### src/design/scph_pkg.sv
// Shared types, codes and constants of the serial command packet handler.
`default_nettype none

package scph_pkg;

	localparam int DATA_BYTES  = 4;
	localparam int IDX_W       = $clog2(DATA_BYTES);
	localparam int PKT_BYTES   = 8;
	localparam int BIDX_W      = $clog2(PKT_BYTES);
	localparam int QUEUE_DEPTH = 2;
	localparam int CFG_IDX_W   = 1;
	localparam int CFG_DATA_W  = 8;

	localparam logic [CFG_IDX_W-1:0] REG_SYNC_FIRST  = 1'd0;
	localparam logic [CFG_IDX_W-1:0] REG_SYNC_SECOND = 1'd1;

	localparam logic [7:0] SYNC_FIRST_RST  = 8'h23;
	localparam logic [7:0] SYNC_SECOND_RST = 8'h25;

	localparam logic [7:0] HDR_NOP    = 8'h00;
	localparam logic [7:0] HDR_SETPIN = 8'h0C;
	localparam logic [7:0] HDR_PING   = 8'h0D;
	localparam logic [7:0] HDR_GETPIN = 8'h82;
	localparam logic [7:0] HDR_ADC    = 8'h83;
	localparam logic [7:0] HDR_PONG   = 8'h84;

	localparam logic [7:0] CHR_P = 8'h50;
	localparam logic [7:0] CHR_O = 8'h4F;
	localparam logic [7:0] CHR_N = 8'h4E;
	localparam logic [7:0] CHR_G = 8'h47;

	localparam logic [1:0] OUT_TX     = 2'd0;
	localparam logic [1:0] OUT_ADC    = 2'd1;
	localparam logic [1:0] OUT_LEVELS = 2'd2;

	localparam logic [1:0] CMD_PINS   = 2'd0;
	localparam logic [1:0] CMD_ADC    = 2'd1;
	localparam logic [1:0] CMD_PACKET = 2'd2;

	typedef struct packed {
		logic       req_type;
		logic [7:0] rx_byte;
		logic [9:0] adc_value;
		logic [7:0] gpio_in;
	} req_item_t;

	typedef struct packed {
		logic [1:0]  out_kind;
		logic [7:0]  tx_byte;
		logic [2:0]  adc_channel;
		logic [7:0]  output_levels;
		logic [15:0] checksum_errors;
		logic [15:0] invalid_headers;
		logic        last;
	} rsp_item_t;

	typedef struct packed {
		logic [7:0] sync_first;
		logic [7:0] sync_second;
	} cfg_t;

	typedef struct packed {
		logic [1:0]  kind;
		logic [7:0]  hdr;
		logic [7:0]  d0;
		logic [7:0]  d1;
		logic [7:0]  d2;
		logic [7:0]  d3;
		logic [7:0]  pins;
		logic [15:0] sum_errs;
		logic [15:0] hdr_errs;
	} cmd_t;

	typedef struct packed {
		logic empty;
		logic full;
	} fifo_status_t;

endpackage

`default_nettype wire

### src/design/scph_if.sv
// Valid/ready channel interfaces for requests and responses.
`default_nettype none

interface scph_req_if import scph_pkg::*; ();
	logic      valid;
	logic      ready;
	req_item_t item;
	modport source (output valid, output item, input ready);
	modport sink (input valid, input item, output ready);
endinterface

interface scph_rsp_if import scph_pkg::*; ();
	logic      valid;
	logic      ready;
	rsp_item_t item;
	modport source (output valid, output item, input ready);
	modport sink (input valid, input item, output ready);
endinterface

`default_nettype wire

### src/design/scph_queue.sv
// Small register queue carrying commands from the parser to the sender.
`default_nettype none

module scph_queue import scph_pkg::*; #(
	parameter int DEPTH = QUEUE_DEPTH
) (
	input  wire logic         clk,
	input  wire logic         arst_n,
	input  wire logic         push,
	input  wire cmd_t         push_data,
	input  wire logic         pop,
	output      cmd_t         pop_data,
	output      fifo_status_t status
);

	localparam int PW = (DEPTH > 1) ? $clog2(DEPTH) : 1;
	localparam int CW = $clog2(DEPTH + 1);

	cmd_t          mem_q [DEPTH];
	logic [PW-1:0] wr_ptr_q;
	logic [PW-1:0] rd_ptr_q;
	logic [CW-1:0] count_q;

	assign pop_data     = mem_q[rd_ptr_q];
	assign status.empty = (count_q == '0);
	assign status.full  = (count_q == CW'(DEPTH));

	always_ff @(posedge clk) begin
		if (push) begin
			mem_q[wr_ptr_q] <= push_data;
		end
	end

	always_ff @(posedge clk or negedge arst_n) begin
		if (!arst_n) begin
			wr_ptr_q <= '0;
			rd_ptr_q <= '0;
			count_q  <= '0;
		end else begin
			if (push) begin
				wr_ptr_q <= (wr_ptr_q == PW'(DEPTH - 1)) ? '0 : wr_ptr_q + 1'b1;
			end
			if (pop) begin
				rd_ptr_q <= (rd_ptr_q == PW'(DEPTH - 1)) ? '0 : rd_ptr_q + 1'b1;
			end
			if (push && !pop) begin
				count_q <= count_q + 1'b1;
			end else if (pop && !push) begin
				count_q <= count_q - 1'b1;
			end
		end
	end

endmodule

`default_nettype wire

### src/design/scph_front.sv
// Parser: frames bytes, checks the sum, decodes commands and ADC results.
`default_nettype none

module scph_front import scph_pkg::*; (
	input  wire logic         clk,
	input  wire logic         arst_n,
	input  wire cfg_t         cfg,
	scph_req_if.sink          req,
	input  wire fifo_status_t qstat,
	output      logic         push,
	output      cmd_t         cmd
);

	localparam logic [1:0] PH_WAIT   = 2'd0;
	localparam logic [1:0] PH_HEADER = 2'd1;
	localparam logic [1:0] PH_DATA   = 2'd2;
	localparam logic [1:0] PH_SUM    = 2'd3;

	logic [7:0]       prev_q, prev_d;
	logic [1:0]       phase_q, phase_d;
	logic [7:0]       sum_q, sum_d;
	logic [7:0]       hdr_q, hdr_d;
	logic [IDX_W-1:0] idx_q, idx_d;
	logic [7:0]       pin_q, pin_d;
	logic [7:0]       lvl_q, lvl_d;
	logic [7:0]       pins_q, pins_d;
	logic [15:0]      bad_sum_q, bad_sum_d;
	logic [15:0]      bad_hdr_q, bad_hdr_d;
	logic             adc_pend_q, adc_pend_d;
	logic [7:0]       adc_byte_q, adc_byte_d;
	logic             accept;
	logic [7:0]       rx;

	assign req.ready = !qstat.full;
	assign accept    = req.valid && req.ready;
	assign rx        = req.item.rx_byte;

	always_comb begin
		prev_d     = prev_q;
		phase_d    = phase_q;
		sum_d      = sum_q;
		hdr_d      = hdr_q;
		idx_d      = idx_q;
		pin_d      = pin_q;
		lvl_d      = lvl_q;
		pins_d     = pins_q;
		bad_sum_d  = bad_sum_q;
		bad_hdr_d  = bad_hdr_q;
		adc_pend_d = adc_pend_q;
		adc_byte_d = adc_byte_q;
		push       = 1'b0;
		cmd        = '0;
		if (accept) begin
			if (req.item.req_type) begin
				if (adc_pend_q) begin
					adc_pend_d = 1'b0;
					push       = 1'b1;
					cmd.kind   = CMD_PACKET;
					cmd.hdr    = HDR_ADC;
					cmd.d0     = adc_byte_q;
					cmd.d1     = req.item.adc_value[7:0];
					cmd.d2     = {6'd0, req.item.adc_value[9:8]};
				end
			end else begin
				prev_d = rx;
				if (prev_q == cfg.sync_first && rx == cfg.sync_second) begin
					phase_d = PH_HEADER;
					sum_d   = prev_q + rx;
				end else begin
					unique case (phase_q)
						PH_WAIT: begin
						end
						PH_HEADER: begin
							hdr_d   = rx;
							sum_d   = sum_q + rx;
							idx_d   = '0;
							phase_d = PH_DATA;
						end
						PH_DATA: begin
							if (idx_q == IDX_W'(0)) begin
								pin_d = rx;
							end
							if (idx_q == IDX_W'(1)) begin
								lvl_d = rx;
							end
							sum_d = sum_q + rx;
							idx_d = idx_q + 1'b1;
							if (idx_q == IDX_W'(DATA_BYTES - 1)) begin
								phase_d = PH_SUM;
							end
						end
						PH_SUM: begin
							phase_d = PH_WAIT;
							if (sum_q != rx) begin
								bad_sum_d = bad_sum_q + 16'd1;
							end else begin
								unique case (hdr_q)
									HDR_NOP: begin
									end
									HDR_SETPIN: begin
										if (pin_q < 8'd8) begin
											if (lvl_q != 8'd0) begin
												pins_d = pins_q | (8'd1 << pin_q[2:0]);
											end else begin
												pins_d = pins_q & ~(8'd1 << pin_q[2:0]);
											end
										end
										push     = 1'b1;
										cmd.kind = CMD_PINS;
									end
									HDR_PING: begin
										push     = 1'b1;
										cmd.kind = CMD_PACKET;
										cmd.hdr  = HDR_PONG;
										cmd.d0   = CHR_P;
										cmd.d1   = CHR_O;
										cmd.d2   = CHR_N;
										cmd.d3   = CHR_G;
									end
									HDR_GETPIN: begin
										push     = 1'b1;
										cmd.kind = CMD_PACKET;
										cmd.hdr  = HDR_GETPIN;
										cmd.d0   = pin_q;
										cmd.d1   = {7'd0, (pin_q < 8'd8) &&
										                  req.item.gpio_in[pin_q[2:0]]};
									end
									HDR_ADC: begin
										adc_pend_d = 1'b1;
										adc_byte_d = pin_q;
										push       = 1'b1;
										cmd.kind   = CMD_ADC;
										cmd.d0     = pin_q;
									end
									default: begin
										bad_hdr_d = bad_hdr_q + 16'd1;
									end
								endcase
							end
						end
						default: begin
						end
					endcase
				end
			end
		end
		cmd.pins     = pins_d;
		cmd.sum_errs = bad_sum_d;
		cmd.hdr_errs = bad_hdr_d;
	end

	always_ff @(posedge clk) begin
		pin_q <= pin_d;
		lvl_q <= lvl_d;
	end

	always_ff @(posedge clk or negedge arst_n) begin
		if (!arst_n) begin
			prev_q     <= '0;
			phase_q    <= PH_WAIT;
			sum_q      <= '0;
			hdr_q      <= '0;
			idx_q      <= '0;
			pins_q     <= '0;
			bad_sum_q  <= '0;
			bad_hdr_q  <= '0;
			adc_pend_q <= 1'b0;
			adc_byte_q <= '0;
		end else begin
			prev_q     <= prev_d;
			phase_q    <= phase_d;
			sum_q      <= sum_d;
			hdr_q      <= hdr_d;
			idx_q      <= idx_d;
			pins_q     <= pins_d;
			bad_sum_q  <= bad_sum_d;
			bad_hdr_q  <= bad_hdr_d;
			adc_pend_q <= adc_pend_d;
			adc_byte_q <= adc_byte_d;
		end
	end

endmodule

`default_nettype wire

### src/design/scph_back.sv
// Response sender: turns queued commands into result transactions.
`default_nettype none

module scph_back import scph_pkg::*; (
	input  wire logic         clk,
	input  wire logic         arst_n,
	input  wire cfg_t         cfg,
	input  wire cmd_t         head,
	input  wire fifo_status_t qstat,
	output      logic         pop,
	scph_rsp_if.source        rsp
);

	cmd_t              cur_q;
	logic              cur_valid_q;
	logic [BIDX_W-1:0] idx_q;
	logic [7:0]        sum_q;
	logic [7:0]        pkt_byte;
	logic              is_last;
	logic              fire;

	always_comb begin
		case (idx_q)
			BIDX_W'(0): pkt_byte = cfg.sync_first;
			BIDX_W'(1): pkt_byte = cfg.sync_second;
			BIDX_W'(2): pkt_byte = cur_q.hdr;
			BIDX_W'(3): pkt_byte = cur_q.d0;
			BIDX_W'(4): pkt_byte = cur_q.d1;
			BIDX_W'(5): pkt_byte = cur_q.d2;
			BIDX_W'(6): pkt_byte = cur_q.d3;
			default:    pkt_byte = sum_q;
		endcase
	end

	assign is_last = (cur_q.kind != CMD_PACKET) || (idx_q == BIDX_W'(PKT_BYTES - 1));
	assign fire    = rsp.valid && rsp.ready;
	assign pop     = !qstat.empty && (!cur_valid_q || (fire && is_last));

	always_comb begin
		rsp.valid                = cur_valid_q;
		rsp.item                 = '0;
		rsp.item.output_levels   = cur_q.pins;
		rsp.item.checksum_errors = cur_q.sum_errs;
		rsp.item.invalid_headers = cur_q.hdr_errs;
		rsp.item.last            = is_last;
		unique case (cur_q.kind)
			CMD_PINS: begin
				rsp.item.out_kind = OUT_LEVELS;
			end
			CMD_ADC: begin
				rsp.item.out_kind    = OUT_ADC;
				rsp.item.adc_channel = cur_q.d0[2:0];
			end
			default: begin
				rsp.item.out_kind = OUT_TX;
				rsp.item.tx_byte  = pkt_byte;
			end
		endcase
	end

	always_ff @(posedge clk) begin
		if (pop) begin
			cur_q <= head;
		end
	end

	always_ff @(posedge clk or negedge arst_n) begin
		if (!arst_n) begin
			cur_valid_q <= 1'b0;
			idx_q       <= '0;
			sum_q       <= '0;
		end else if (pop) begin
			cur_valid_q <= 1'b1;
			idx_q       <= '0;
			sum_q       <= '0;
		end else if (fire && is_last) begin
			cur_valid_q <= 1'b0;
		end else if (fire) begin
			idx_q <= idx_q + 1'b1;
			sum_q <= sum_q + pkt_byte;
		end
	end

endmodule

`default_nettype wire

### src/design/serial_command_packet_handler_unit.sv
// Top level of the serial command packet handler.
// A request transaction is taken in every cycle while the command queue has room.
// The first result of a command is registered in the command queue and then in the sender; a response
// packet then drives one byte per cycle while the receiver is ready, eight bytes in all.
// Reset clears the parser state but for the stored pin and level bytes, the pins, counters and the queue;
// the start bytes return to 0x23 and 0x25.
`default_nettype none

module serial_command_packet_handler_unit import scph_pkg::*; #(
	parameter int QDEPTH = QUEUE_DEPTH
) (
	input  wire logic                  clk,
	input  wire logic                  arst_n,
	scph_req_if.sink                   req,
	scph_rsp_if.source                 rsp,
	input  wire logic                  cfg_we,
	input  wire logic [CFG_IDX_W-1:0]  cfg_index,
	input  wire logic [CFG_DATA_W-1:0] cfg_data
);

	cfg_t         cfg_q;
	logic         push;
	logic         pop;
	cmd_t         cmd;
	cmd_t         head;
	fifo_status_t qstat;

	always_ff @(posedge clk or negedge arst_n) begin
		if (!arst_n) begin
			cfg_q.sync_first  <= SYNC_FIRST_RST;
			cfg_q.sync_second <= SYNC_SECOND_RST;
		end else if (cfg_we) begin
			if (cfg_index == REG_SYNC_FIRST) begin
				cfg_q.sync_first <= cfg_data;
			end else if (cfg_index == REG_SYNC_SECOND) begin
				cfg_q.sync_second <= cfg_data;
			end
		end
	end

	scph_front u_front (
		.clk    (clk),
		.arst_n (arst_n),
		.cfg    (cfg_q),
		.req    (req),
		.qstat  (qstat),
		.push   (push),
		.cmd    (cmd)
	);

	scph_queue #(
		.DEPTH (QDEPTH)
	) u_queue (
		.clk       (clk),
		.arst_n    (arst_n),
		.push      (push),
		.push_data (cmd),
		.pop       (pop),
		.pop_data  (head),
		.status    (qstat)
	);

	scph_back u_back (
		.clk    (clk),
		.arst_n (arst_n),
		.cfg    (cfg_q),
		.head   (head),
		.qstat  (qstat),
		.pop    (pop),
		.rsp    (rsp)
	);

endmodule

`default_nettype wire

### src/flat_wrapper.sv
// flat-port wrapper written by rule: the top's interface ports become plain ports
module serial_command_packet_handler_unit_flat import scph_pkg::*;
#(
	parameter int QDEPTH = QUEUE_DEPTH
)
  (clk, arst_n, cfg_we, cfg_index, cfg_data, req_valid, req_item, req_ready, rsp_valid, rsp_item, rsp_ready);
  scph_req_if req_i ();
  scph_rsp_if rsp_i ();
  input  wire logic clk;
  input  wire logic arst_n;
  input  wire logic cfg_we;
  input  wire logic [CFG_IDX_W-1:0] cfg_index;
  input  wire logic [CFG_DATA_W-1:0] cfg_data;
  input wire logic [$bits(req_i.valid)-1:0] req_valid;
  input wire logic [$bits(req_i.item)-1:0] req_item;
  output wire logic [$bits(req_i.ready)-1:0] req_ready;
  output wire logic [$bits(rsp_i.valid)-1:0] rsp_valid;
  output wire logic [$bits(rsp_i.item)-1:0] rsp_item;
  input wire logic [$bits(rsp_i.ready)-1:0] rsp_ready;
  assign req_i.valid = req_valid;
  assign req_i.item = req_item;
  assign req_ready = req_i.ready;
  assign rsp_valid = rsp_i.valid;
  assign rsp_item = rsp_i.item;
  assign rsp_i.ready = rsp_ready;
  serial_command_packet_handler_unit #(.QDEPTH(QDEPTH)) u_core (.clk(clk), .arst_n(arst_n), .req(req_i), .rsp(rsp_i), .cfg_we(cfg_we), .cfg_index(cfg_index), .cfg_data(cfg_data));
endmodule
### config.mk
export PLATFORM = sky130hd
export DESIGN_NAME = serial_command_packet_handler_unit_flat
export DESIGN_NICKNAME = d
export VERILOG_FILES = /design/src/design/scph_pkg.sv /design/src/design/scph_if.sv /design/src/design/scph_queue.sv /design/src/design/scph_front.sv /design/src/design/scph_back.sv /design/src/design/serial_command_packet_handler_unit.sv /design/src/flat_wrapper.sv
export SDC_FILE = /design/constraint.sdc
export NUM_CORES = 1
export LEC_CHECK = 0
export BUFFER_PORTS_ARGS = -buffer_cell sky130_fd_sc_hd__buf_4
export CAP_MARGIN = 20
export CORE_MARGIN = 8
export CORE_UTILIZATION = 50
export DETAILED_ROUTE_END_ITERATION = 12
export PLACE_DENSITY_LB_ADDON = 0.08
export SLEW_MARGIN = 20
export SYNTH_ARGS = -nofsm -noshare
export SYNTH_HDL_FRONTEND = slang
export SYNTH_SLANG_ARGS = --single-unit
### constraint.sdc
create_clock -name clk -period 6.8 [get_ports clk]
set_clock_uncertainty 0.2 [all_clocks]
set_input_delay 0.68 -clock clk [delete_from_list [all_inputs] [get_ports clk]]
set_output_delay 0.68 -clock clk [all_outputs]
set_load 0.05 [all_outputs]
Word-level counts from Yosys, hierarchy flattened --
Memory sizes are Yosys's and may differ from the RTL's. A register that Yosys moved wholly into a read port is not among the register bits. Cells that the tools add are included.
Storage, ports and cells: register bits after elaboration 125, bits in latches 0, bits in writable memories 164, bits in read-only memories 0, input bits 41, word-level logic and storage cells 184, memories kept 1
Cells by class: add/sub/neg operators 11, multiply operators 0, div/mod/pow operators 0, order comparisons 2, equal/unequal tests 26, shift operators 1, mux-type cells 69, bitwise logic cells 7, reductions and logical operators 47
Memory list:
- u_core.u_queue.mem_q | words 2, width 82, read ports 1, clocked after memory_dff 1, write ports 1, RTL line scph_queue.sv:19 | cmd_t mem_q [DEPTH];
Operator list (number):
- $mux W16 | 11
- $mux W42 | 4
- $mux W8 | 15
- $mux W34 | 2
- $pmux W8 S7 | 1
- $add A16 B1 Y16 const B | 2
- $pmux W8 S2 | 2
- $add A8 B8 Y8 | 3
- $mux W1 | 19
- $eq A8 B4 Y1 const B | 2
- $eq A8 B8 Y1 | 2
- $eq A8 B8 Y1 const B | 2
- $mux W15 | 1
- $reduce_and A5 Y1 | 3
- $pmux W7 S2 | 1
- $reduce_bool A2 Y1 | 7
- $eq A3 B3 Y1 const B | 4
- $mux W3 | 4
- $pmux W2 S2 | 3
- $reduce_and A4 Y1 | 3
- $and A8 B8 Y8 | 1
- $eq A2 B2 Y1 const B | 4
- $logic_and A1 B1 Y1 | 8
- $logic_not A8 Y1 | 1
- other kinds (32) | 58

Depth between registers and ports, before layout --
Gate-level depths: netlist of the first run.
word-level depth 12, mapped depth 16, gate-level depth less buffers 14

Modules after synthesis --
Synthesis of the first run repeated with hierarchy kept, for this count alone.
Second synthesis, totals: cell total of the unflattened synthesis 1079, area total of the unflattened synthesis 16495.8 µm²
Modules (own cells, without submodules):
- scph_queue | times used 1, cells an instance 271, area each 6453.7 µm², seq. area each 5024.8 µm²
- scph_front | times used 1, cells an instance 490, area each 5248.8 µm², seq. area each 2407.3 µm²
- scph_back | times used 1, cells an instance 283, area each 4144.0 µm², seq. area each 2762.6 µm²
- serial_command_packet_handler_unit | times used 1, cells an instance 35, area each 649.4 µm², seq. area each 407.9 µm²

Least setup slack after synthesis of the first run --
Ideal clock, no wire load.
kind in2reg, from in req_item[25], to mem u_core.u_queue.mem_q[0][0] (netlist name), enable pin, setup time 486 ps, arrival 4414 ps, required time 6114 ps, slack 1700 ps, cell stages on the path 7, path buffers 1, cell sequence buf_4 > xnor2_1 > nand4_1 > nor3_2 > o2111ai_1 > a21o_1 > nor2_1
Between the ends: cells in the longest elaborated chain, start to end 8, elaborated cells between the ends (all ways) 10
RTL lines:
- start: declaration | RTL line flat_wrapper.sv:15 | input wire logic [$bits(req_i.item)-1:0] req_item;
- $ne A8 B8 Y1 | RTL line scph_front.sv:94 | if (sum_q != rx) begin
- $mux W1 | RTL line scph_front.sv:94
- $mux W1 | RTL line scph_front.sv:70 | unique case (phase_q)
- $mux W1 (*) | RTL line scph_front.sv:66 | if (prev_q == cfg.sync_first && rx == cfg.sync_second) begin
- $mux W1 (*) | RTL line scph_front.sv:54 | if (req.item.req_type) begin
- $mux W1 (*) | RTL line scph_front.sv:53 | if (accept) begin
- $mux W1 (*) | RTL line scph_queue.sv:29 | if (push) begin
- $mux W1 (implied by the code) (*) | RTL line scph_queue.sv:30 | mem_q[wr_ptr_q] <= push_data;
- end: declaration | RTL line scph_queue.sv:19
Every way passes the cells marked *; elsewhere a longest branch is shown, timed or not.

Worst setup path after layout of the first run --
from reg u_core.u_back.idx_q[2], to reg u_core.u_back.sum_q[6]
Between the ends: cells in the longest elaborated chain, start to end 7, elaborated cells between the ends (all ways) 20
RTL lines:
- start: declaration | RTL line scph_back.sv:16 | logic [BIDX_W-1:0] idx_q;
- start signal: assignment | RTL line scph_back.sv:79 | idx_q <= idx_q + 1'b1;
- branches (longest 7 deep; another with $add A8 B8 Y8)
- end signal: assignment | RTL line scph_back.sv:80 | sum_q <= sum_q + pkt_byte;
- end: declaration | RTL line scph_back.sv:17 | logic [7:0] sum_q;
Several ways; the timed one is not identified. The select of a mux whose other input is x is not followed. A chain may end at the register's enable or synchronous reset.

==> results by group, run 1 <==
Outcome
  • Status: finished clean

Place
  • Post-DP HPWL: 19.2 mm
  • Placed Area: 14800 µm²
  • Routability Congestion: 0.842
  • Port Buffer Count: 96
  • Setup slack after placement: 2.38 ns

Pwr
  • Power density over the cells: 421 nW/µm²
  • Tot Pwr: 6.69 mW
  • Leak: 6.51 nW
  • Maximum vdd ir drop: 0.247 mV

Drt
  • Post-route ant nets: 0
  • Via/cell ratio: 5.44
  • WL/cell: 20.0 µm
  • DRT Pass-1 Iters: 6
  • WL final: 29.2 mm
  • Routed vias: 7921
  • # DRC: 0
  • Drt initial violations: 568

Timing
  • Final setup viols: 0
  • Worst-margin pin slew: 0.982 ns
  • Final max-slew violation count: 0
  • Tmin final: 4.23 ns
  • Max Fclk: 0.236 GHz
  • Setup TNS: 0 ns
  • RSZ-0062 raised after global routing: false
  • Setup ws final: 2.57 ns
  • Period utilisation layout: 0.623
  • Min Hold Slack: 0.0176 ns
  • Worst rel slew slack: 0.340
  • Final Hold Fails: 0

Worst setup path
  • Setup crit start: u_core.u_back.idx_q[2]
  • CP max FO: 16
  • Critical Path RT: 7.01 ns
  • CP arrival: 4.45 ns
  • Setup crit start kind: flip-flop
  • Worst Setup End Kind: flip-flop
  • Reg2reg setup slack: 2.57 ns
  • Worst r2r src: u_core.u_back.idx_q[2]
  • Critical path class: reg2reg

CTS
  • Clk root buf: clkbuf_16
  • TritonCTS clock tree: yes
  • Total CTS buffers: 36
  • Hold Buf Count CTS: 0
  • CTS sink count: 317
  • Setup Buffers After CTS: 0
  • Insertion delay to the later sink of the worst-skew pair: 0.52 ns
  • H-tree depth: 2
  • Clk slew on worst S/H paths: 0.06 ns
  • Clk buf depth: 3
  • CTS resizes: 0

Floorplanning
  • IO Count: 97
  • Die width: 183 µm
  • Core area: 27600 µm²
  • Initial Util: 0.505
  • Total die area: 33500 µm²
  • Die height: 183 µm
  • Row cnt: 61

Logic synthesis
  • Post-synthesis sequential area ratio: 0.643
  • Cell taking the most area after synthesis: edfxtp_1
  • Synth area leaders: edfxtp_1, dfrtp_1, mux2_2
  • Yosys reg bits: 317
  • Post-synth net total: 1057
  • Share of Yosys cell area claimed by the top area cell type: 0.447
  • Number of synthesized flops with an enable pin: 208
  • Mean Syn Cell Area: 14.2 µm²
  • Yosys warnings: 0
  • Synthesized area: 14000 µm²
  • Synth cell types: 66
  • Synth async-reset ratio: 0.344
  • Synth Flop Type: edfxtp_1
  • Mapped Cells: 985

Job
  • Max_cap viols: 0

Finish
  • Layout cell share with drive strength beyond 1: 0.282
  • Design area: 15900 µm²
  • Number of diodes: 0
  • Final nets: 1122
  • Synth-to-Final Area Change: 13.7%

Hold path
  • Hold crit path type: in2async

Global route
  • Largest net degree at the start of global routing: 65
  • Vias in the first global route: 8035
  • First-pass GRT wire length: 45.4 mm
  • Total GRT Usage: 0.173
  • Antenna violations before repair: 0
  • Global route overflow: 0
==> kinds of logic (layout without fill, tap and decap cells) <==
kind of cell / count (synthesis) / in the layout / share of synthesized area
compound gates: 93 / 93 / 0.0453
fa+ha+maj: 31 / 31 / 0.0289
flops: 317 / 317 / 0.643
simple gates: 252 / 252 / 0.0985
mux: 123 / 123 / 0.101
buf+inv: 99 / 192 / 0.0397
xor+xnor: 70 / 70 / 0.0439
==> power breakdown <==
part	switching [mW]	internal [mW]	total, mW
Combinational	1.40	0.776	2.18
Sequential	0.248	2.44	2.68
Clock	0.742	1.08	1.82
Total	2.39	4.30	6.69
==> final cells by class <==
type	instances	area [µm²]
timing repair buffer	104	781
multi-input combinational	569	4440
fill	2231	11800
tap	378	473
sequential	317	8980
inverter	22	82.6
clock buffer	55	1020
clock inverter	11	93.8
==> Yosys cell counts, drive strengths merged (6+ instances only) <==
| library cell | instances |
|---|---|
| a21o | 11 |
| a21oi | 21 |
| a22o | 6 |
| and2 | 17 |
| and3 | 11 |
| buf | 50 |
| clkbuf | 27 |
| dfrtp | 103 |
| dfstp | 6 |
| edfxtp | 208 |
| ha | 29 |
| inv | 22 |
| mux2 | 118 |
| nand2 | 86 |
| nand3 | 28 |
| nand4 | 9 |
| nor2 | 39 |
| nor2b | 6 |
| nor3 | 11 |
| nor4 | 18 |
| o21ai | 19 |
| xnor2 | 23 |
| xor2 | 47 |
==> state kept, by name, summed over array words and instances, names as in the netlist, 16 cells and up <==
| signal | cells |
|---|---|
| u_core.u_back.cur_q | 24 |
| u_core.u_queue.mem_q | 128 |
| u_core.u_front.bad_hdr_q | 16 |
| u_core.cfg_q | 16 |
| u_core.u_front.bad_sum_q | 16 |
| u_core.u_back.rsp.item | 40 |
==> final timing paths <==
| kind | end | depth (start not counted) |
|---|---|---|
| max | u_core.u_back.sum_q[6] | 13 |
| min | u_core.u_front.bad_sum_q[10] | 1 |
| max reg2reg | u_core.u_back.sum_q[6] | 13 |
| min reg2reg | u_core.u_front.bad_sum_q[11] | 1 |
| max in group asynchronous | u_core.u_queue.rd_ptr_q | 2 |
| min in group clk | u_core.cfg_q[10] | 2 |
==> routing by layer <==
layer  wire length, µm  share of wire  global-route usage
met5                 0              0                   0
met4               609          0.021              0.0537
met3              1580          0.054              0.0330
met2             13900           0.48               0.285
met1             13100           0.45               0.231
==> stage by stage <==
| step | utilization | std cells |
|---|---|---|
| 2_1_floorplan | - | 985 |
| 3_3_place_gp | 0.534 | 1390 |
| 3_5_place_dp | 0.534 | 1390 |
| 4_1_cts | 0.575 | 1456 |
| 5_1_grt | 0.575 | 1456 |
| 6_report | 0.575 | 1456 |
==> worst max-delay path, stage by stage, from the launching register on <==
cell and delay, ns:
dfrtp_1 0.73, inv_1 0.24, ha_1 0.37, or4_1 0.67, a31oi_1 0.30, ha_1 0.22, inv_1 0.06, fa_1 0.42
nor2b_1 0.11, o21ai_0 0.11, a21boi_0 0.29, o21a_1 0.18, nor3_1 0.05, o31ai_1 0.18
==> placed cells by master (no fill, tap or decap), types with 6 or more instances in the layout <==
cell       count
nand2_1       86
ha_1          29
xnor2_1       23
nor2_1        36
a21oi_1       20
clkbuf_16     37
nor2b_1        6
xor2_1        47
nand3_1       27
a21o_1        11
o21ai_0       18
and3_1        11
nor4_1         8
buf_4        104
edfxtp_1     208
dfrtp_1      102
nor3_1         8
mux2_2       112
clkinv_2       7
nand4_1        9
clkbuf_1      15
mux2_1         6
nor4_2         9
and2_1        17
a22o_1         6
dfstp_2        6
inv_1         21
Power figures use the tool's default switching activity.
==> run 2: changes to the inputs <==
==> constraint.sdc (replaced) <==
create_clock -name clk -period 4.25 [get_ports clk]
set_clock_uncertainty 0.2 [all_clocks]
set_input_delay 0.425 -clock clk [delete_from_list [all_inputs] [get_ports clk]]
set_output_delay 0.425 -clock clk [all_outputs]
set_load 0.05 [all_outputs]
==> run 2 against run 1 <==
Compared with the run above: sequential share of layout area fell by 0.81 points; global-route usage rose by 0.21 points; sequential power rose by 62%; critical path type is now in2reg; critical endpoint is now u_core.u_front.sum_q[7]; largest power group unchanged.
==> results by group, run 2 (synthesis gave the netlist of run 1 again) <==
Finish
  • Final nets: 1145 (+2.0%)
  • Largest register FFs: 128 (unchanged)
  • Largest Register: u_core.u_queue.mem_q
  • Most frequent cells in the layout: edfxtp_1, mux2_2, buf_4
  • Design area: 16100 µm² (+1.5%)
  • Most common cell after layout, fill and taps aside: edfxtp_1
  • # fillers: 2248 (+0.76%)
  • Number of diodes: 0 (unchanged)
  • Synth-to-Final Area Change: 15.4%
  • Core Util, Final: 0.583 (+0.00838)
  • Layout cell share with drive strength beyond 1: 0.282 (+0.000328)

CTS
  • CTS sink count: 317 (unchanged)
  • Clk slew on worst S/H paths: 0.06 ns (about the same)
  • Setup Buffers After CTS: 0 (unchanged)
  • Clk root buf: clkbuf_16
  • Total CTS buffers: 35 (-2.8%)
  • Clk buf depth: 3 (unchanged)
  • H-tree depth: 2 (unchanged)
  • Insertion delay to the later sink of the worst-skew pair: 0.51 ns (about the same)
  • TritonCTS clock tree: yes

Place
  • Placed Area: 14900 µm² (+0.78%)
  • Post-DP HPWL: 19.5 mm (+1.4%)
  • Setup slack after placement: 0.457 ns (-1.93 ns)
  • Routability Congestion: 0.858 (+1.9%)
  • Port Buffer Count: 96 (unchanged)

Global route
  • Global route overflow: 0 (unchanged)
  • GR Layer Usage met3: 0.0408 (+0.00772)
  • Largest net degree at the start of global routing: 57 (-12%)
  • Most Crowded Layer GR: met2
  • First-pass GRT wire length: 46.1 mm (+1.6%)
  • Vias in the first global route: 7954 (-1.0%)
  • Antenna violations before repair: 0 (unchanged)
  • M2 GR Usage: 0.280 (-0.00522)
  • Total GRT Usage: 0.175 (+0.00214)
  • Met1 Usage GRT: 0.239 (+0.00847)

Job
  • Max_cap viols: 0 (unchanged)

Timing
  • Worst rel slew slack: 0.330 (-0.00995)
  • Tmin final: 3.84 ns
  • Worst-margin pin slew: 1.00 ns (+0.0231 ns)
  • Final max-slew violation count: 0 (unchanged)
  • Max Fclk: 0.260 GHz
  • Setup ws final: 0.408 ns (-2.16 ns)
  • Period utilisation layout: 0.904
  • Final setup viols: 0 (unchanged)
  • Final Hold Fails: 0 (unchanged)
  • RSZ-0062 raised after global routing: false

Worst setup path
  • Worst r2r src: u_core.u_back.idx_q[0]
  • Crit path largest cell delay: 0.57 ns (-0.16 ns)
  • Slowest CP cell: o41ai_1
  • Reg2reg setup slack: 0.44 ns (-2.13 ns)
  • CP cell instances: dlygate4sd3_1 -> buf_4 -> xor2_1 -> nor4_1 -> nand4_1 -> buf_4 -> nand2_1 -> nand2_1 -> ha_1 -> a21oi_1 -> o211ai_1 -> o41ai_1 -> xnor2_1 -> and4_1 -> a311oi_1
  • Critical path class: in2reg
  • Setup crit start kind: input pin
  • Worst Setup End Kind: flip-flop
  • CP max FO: 15 (-1)
  • CP Buf/Inv Count: 3 (+1)
  • CP arrival: 4.05 ns (-0.40 ns)
  • CP top delay family: compound AO/OA/AOI/OAI gates
  • Critical Path RT: 4.46 ns (-2.55 ns)
  • Reg2Reg Depth: 13 (unchanged)
  • Critical R2R Capture: u_core.u_back.sum_q[6]

Hold path
  • Hold_sp: req_item[15]
  • Hold worst-path end: u_core.u_queue.mem_q[1][63]
  • Hold path depth: 2
  • Hold crit path type: in2reg

Pwr
  • Maximum vdd ir drop: 0.307 mV (+24%)
  • Power density over the cells: 658 nW/µm² (+56%)
  • Leak: 6.60 nW (+1.4%)

Drt
  • DRT Pass-1 Iters: 5 (-1)
  • # DRC: 0 (unchanged)
  • WL final: 29.1 mm (-0.16%)
  • Via/cell ratio: 5.34 (-1.9%)
  • Post-route ant nets: 0 (unchanged)
  • WL/cell: 19.7 µm (-1.5%)
  • Drt initial violations: 473 (-17%)
  • Routed vias: 7877 (-0.56%)

Outcome
  • Status: finished clean

Floorplanning
  • Die width: 183 µm (unchanged)
  • Initial Util: 0.505 (unchanged)
  • Row cnt: 61 (unchanged)
  • Die height: 183 µm (unchanged)
  • IO Count: 97 (unchanged)
  • Total die area: 33500 µm² (unchanged)
  • Core area: 27600 µm² (unchanged)
-- run 2: worst max-delay path by stage --
stage | slack (ns) | depth (start not counted) | startpoint | endpoint
global route | 0.04 | 13 | u_core.u_back.idx_q[0] | u_core.u_back.sum_q[6]
finish | 0.41 | 15 | req_item[23] | u_core.u_front.sum_q[7]
global placement | 0.60 | 14 | req_item[23] | u_core.u_front.sum_q[7]
detailed placement | 0.46 | 13 | u_core.u_back.idx_q[0] | u_core.u_back.sum_q[6]
CTS | 0.45 | 15 | req_item[23] | u_core.u_front.sum_q[7]
floorplan | -0.60 | 7 | req_item[25] | u_core.u_queue.mem_q[0][0]
-- run 2: report_power, final --
group	internal, mW	switching, mW	leakage (nW)
Combinational	1.26	2.20	2.59
Clock	1.63	1.18	0.524
Sequential	3.90	0.446	3.48
Total	6.78	3.82	6.60
-- run 2: final cells by class --
cell class	instances	area, µm²	area share
Clock inverter	14	119	0.00738
Tap cell	378	473	0.0294
Sequential cell	317	8980	0.558
Clock buffer	48	945	0.0586
Inverter	22	82.6	0.00513
Timing Repair Buffer	128	1070	0.0662
Multi-Input combinational cell	569	4440	0.276
-- run 2: metrics by stage --
step / TNS [ns] / power, mW / hold slack [ns] / std cells
2_1_floorplan: -76.21 / 7.04 / -0.0706 / 985
3_3_place_gp: 0 / 7.83 / 0.260 / 1397
3_5_place_dp: 0 / 7.87 / 0.271 / 1397
4_1_cts: 0 / 10.7 / 0.00131 / 1476
5_1_grt: 0 / 11.2 / 0.000863 / 1476
6_report: 0 / 10.6 / 0.0172 / 1476
-- run 2: metal layers --
metal | share of wire | up-vias
met3 | 0.051 | 36
met4 | 0.020 | 0
met5 | 0 | -
met1 | 0.46 | 3928
li1 | - | 3747
met2 | 0.47 | 166
-- run 2: timing repair --
action,4_1_cts,5_1_grt
hold endpoints to repair,88,0
gates resized for setup,0,0
hold buffers,17,0
==> run 3: changes to the inputs <==
--- a/config.mk
+++ b/config.mk
@@ -14,4 +14,5 @@
 export SLEW_MARGIN = 20
 export SYNTH_ARGS = -nofsm -noshare
 export SYNTH_HDL_FRONTEND = slang
+export SYNTH_HIERARCHICAL = 1
 export SYNTH_SLANG_ARGS = --single-unit
==> run 3 against run 2 <==
Compared with the run above: clock-buffer cell count up 1; hold slack better by 0.0087 ns; combinational power down 9.2%; sequential share of layout area up 0.43 points; cell count up 12%; largest power group unchanged.
==> results by group, run 3 <==
Logic synthesis
  • Share of Yosys cell area claimed by the top area cell type: 0.477 (+0.0296)
  • Compound-gate portion of the synthesized area: 0.0422 (-0.00301)
  • Synth Flop Type: edfxtp_1
  • Post-Synth Simple-Gate Area: 0.0812 (-0.0173)
  • Top-count cell post-synth: edfxtp_1
  • Mean Syn Cell Area: 15.3 µm² (+7.9%)
  • Post-synth top cells: edfxtp_1, dfrtp_1, mux2_4
  • Yosys reg bits: 371 (+17%)
  • Synth cell types: 72 (+9.1%)
  • Xor and xnor area share after synthesis: 0.0366 (-0.00728)
  • Yosys warnings: 6 (+6)
  • Cell taking the most area after synthesis: edfxtp_1
  • Mapped Cells: 1079 (+9.5%)
  • Main combinational cell family by area after synthesis: multiplexers
  • Synth async-reset ratio: 0.294 (-0.0500)
  • Number of synthesized flops with an enable pin: 262 (+26%)
  • Synth area leaders: edfxtp_1, dfrtp_1, mux2_4
  • Fraction of synthesized area in multiplexers: 0.122 (+0.0212)
  • Post-Synth Adder-Cell Area: 0.0244 (-0.00443)
  • Synthesized area: 16500 µm² (+18%)
  • Post-synthesis sequential area ratio: 0.643 (about the same)

Drt
  • WL/cell: 19.5 µm (-1.3%)
  • DRT Pass-1 Iters: 4 (-1)
  • # DRC: 0 (unchanged)
  • WL final: 32.2 mm (+10%)
  • Routed vias: 8639 (+9.7%)
  • Drt initial violations: 478 (+1.1%)
  • Post-route ant nets: 0 (unchanged)
  • Via/cell ratio: 5.23 (-2.0%)

Worst setup path
  • Setup crit start kind: flip-flop
  • Critical path class: reg2reg
  • Worst r2r src: u_core/u_back/idx_q[0]
  • Worst Setup End Kind: flip-flop
  • CP arrival: 3.92 ns (-0.13 ns)
  • Reg2Reg Depth: 13 (unchanged)
  • Setup crit start: u_core/u_back/idx_q[0]
  • CP max FO: 13 (-2)
  • Critical R2R Capture: u_core/u_back/sum_q[6]
  • Reg2reg setup slack: 0.54 ns (+0.10 ns)
  • Worst Setup EP: u_core/u_back/sum_q[6]
  • Critical Path RT: 4.46 ns (about the same)

Timing
  • Final Hold Fails: 0 (unchanged)
  • Final setup viols: 0 (unchanged)
  • Setup ws final: 0.540 ns (+0.132 ns)
  • Period utilisation layout: 0.873 (-0.0310)
  • Final max-slew violation count: 0 (unchanged)
  • Setup TNS: 0 ns (unchanged)
  • Worst-margin pin slew: 0.939 ns (-0.0657 ns)
  • Worst rel slew slack: 0.374 (+0.0438)
  • Tmin final: 3.71 ns (-0.132 ns)
  • RSZ-0062 raised after global routing: false
  • Max Fclk: 0.270 GHz (+3.6%)

Pwr
  • Power density over the cells: 606 nW/µm² (-7.9%)
  • Psw: 3.69 mW (-3.4%)
  • Register share of total power: 0.426 (+0.016)
  • Leak: 7.43 nW (+12%)
  • P_int: 7.76 mW (+14%)
  • Combinational share of power: 0.274 (-0.052)
  • Clock share of power: 0.301 (+0.037)
  • Net Sw Frac: 0.322 (-0.0378)
  • Maximum vdd ir drop: 0.468 mV (+53%)

Finish
  • Number of diodes: 0 (unchanged)
  • Most frequent cells in the layout: edfxtp_1, buf_4, dfrtp_1
  • Layout cell share with drive strength beyond 1: 0.287 (+0.00468)
  • Core Util, Final: 0.580 (-0.00287)
  • # fillers: 2590 (+15%)
  • Design area: 18900 µm² (+17%)
  • Largest register FFs: 164 (+28%)
  • Largest Register: u_core/u_queue/mem_q
  • Most common cell after layout, fill and taps aside: edfxtp_1
  • Final nets: 1250 (+9.2%)
  • Synth-to-Final Area Change: 14.4%

Floorplanning
  • Initial Util: 0.507 (+0.00166)
  • Row cnt: 66 (+8.2%)
  • Total die area: 39100 µm² (+17%)
  • IO Count: 97 (unchanged)
  • Die height: 198 µm (+7.9%)
  • Core area: 32500 µm² (+18%)
  • Die width: 198 µm (+7.9%)

Global route
  • Global route overflow: 0 (unchanged)
  • Largest net degree at the start of global routing: 64 (+12%)
  • Total GRT Usage: 0.168 (-0.00707)
  • Vias in the first global route: 9023 (+13%)
  • Antenna violations before repair: 0 (unchanged)
  • First-pass GRT wire length: 51.2 mm (+11%)

CTS
  • Clk buf depth: 3 (unchanged)
  • H-tree depth: 2 (unchanged)
  • Clk slew on worst S/H paths: 0.06 ns (about the same)
  • Hold Buf Count CTS: 25 (+8)
  • CTS resizes: 0 (unchanged)
  • Insertion delay to the later sink of the worst-skew pair: 0.53 ns (+0.02 ns)
  • Clk root buf: clkbuf_16
  • Total CTS buffers: 40 (+14%)
  • TritonCTS clock tree: yes
  • CTS sink count: 371 (+17%)
  • Setup Buffers After CTS: 0 (unchanged)

Place
  • Routability Congestion: 0.859 (about the same)
  • Post-DP HPWL: 21.8 mm (+12%)
  • Placed Area: 17300 µm² (+16%)
  • Port Buffer Count: 96 (unchanged)
  • Setup slack after placement: 0.558 ns (+0.101 ns)

Hold path
  • Hold crit path type: in2reg

Job
  • Max_cap viols: 0 (unchanged)

Outcome
  • Status: finished clean
[run 3: cell count changes in the layout (fill, tap and decap cells not counted), moves of 9 or more]
cell      previous run  this run
nand3_1             27        12
conb_1               0        11
mux2_2             112        48
edfxtp_1           208       262
o21ai_1              0         9
nand2_1             86        77
mux2_4               0        78
mux2_1               6        17
[run 3: how the worst min path moves through the flow]
stage | cells after the start | slack [ns] | to | from
finish | 2 | 0.03 | u_core/u_queue/mem_q[1][48] | req_item[16]
global route | 2 | 0.03 | u_core/u_queue/mem_q[0][48] | req_item[16]
CTS | 2 | 0.02 | u_core/u_queue/mem_q[0][48] | req_item[16]
detailed placement | 1 | 0.27 | u_core/u_front/bad_hdr_q[15] | u_core/u_front/bad_hdr_q[15]
global placement | 1 | 0.26 | u_core/u_front/bad_sum_q[15] | u_core/u_front/bad_sum_q[15]
floorplan | 0 | -0.07 | u_core/cfg_q[10] | arst_n
[run 3: routing by layer]
layer  GRT usage  wire, µm
met5           0         0
met4      0.0465       626
met3      0.0267      1320
met2       0.276     15400
met1       0.231     14800
[run 3: worst max-delay path, cell delays in order (launching register included)]
cell,delay (ns)
dfrtp_1,0.42
ha_1,0.25
ha_1,0.32
or4_4,0.62
a21oi_1,0.22
ha_1,0.22
inv_1,0.06
fa_1,0.40
nor2b_1,0.13
o21ai_1,0.08
a21boi_1,0.20
o21a_1,0.15
o21ai_0,0.07
a32o_1,0.26
[run 3: power by group through the flow]
stage	clock network, mW	logic [mW]	registers (mW)
2_1_floorplan	0	2.73	4.72
3_3_place_gp	0	3.09	4.95
3_5_place_dp	0	3.14	4.95
4_1_cts	3.53	3.16	4.88
5_1_grt	3.67	3.40	4.94
6_report	3.44	3.14	4.87
[run 3: cell families (layout without fill, tap and decap cells)]
| family | count (synthesis) | in the layout |
|---|---|---|
| adder cells (fa/ha/maj) | 31 | 31 |
| AO/OA/AOI/OAI | 101 | 101 |
| AND/OR/NAND/NOR | 237 | 237 |
| buffers and inverters | 118 | 238 |
| other | 1 | 11 |
| XOR/XNOR | 69 | 69 |
| multiplexers | 151 | 151 |
| flip-flops | 371 | 371 |
[run 3: area by class of cell]
| type | count | area (µm²) | share of cell area |
|---|---|---|---|
| sequential | 371 | 10600 | 0.562 |
| clock inverter | 24 | 230 | 0.0122 |
| timing repair buffer | 141 | 1200 | 0.0634 |
| inverter | 24 | 90.1 | 0.00477 |
| tap | 442 | 553 | 0.0293 |
| clock buffer | 49 | 1090 | 0.0575 |
| multi-input combinational | 600 | 5110 | 0.271 |
[run 3: per-stage QoR]
stage                     power (mW)  hold WS (ns)  cells
after floorplan                 7.44       -0.0706   1089
after global placement          8.04         0.262   1553
after detailed placement        8.09         0.268   1553
after CTS                       11.6        0.0163   1651
after global routing            12.0        0.0283   1651
final                           11.4        0.0258   1651
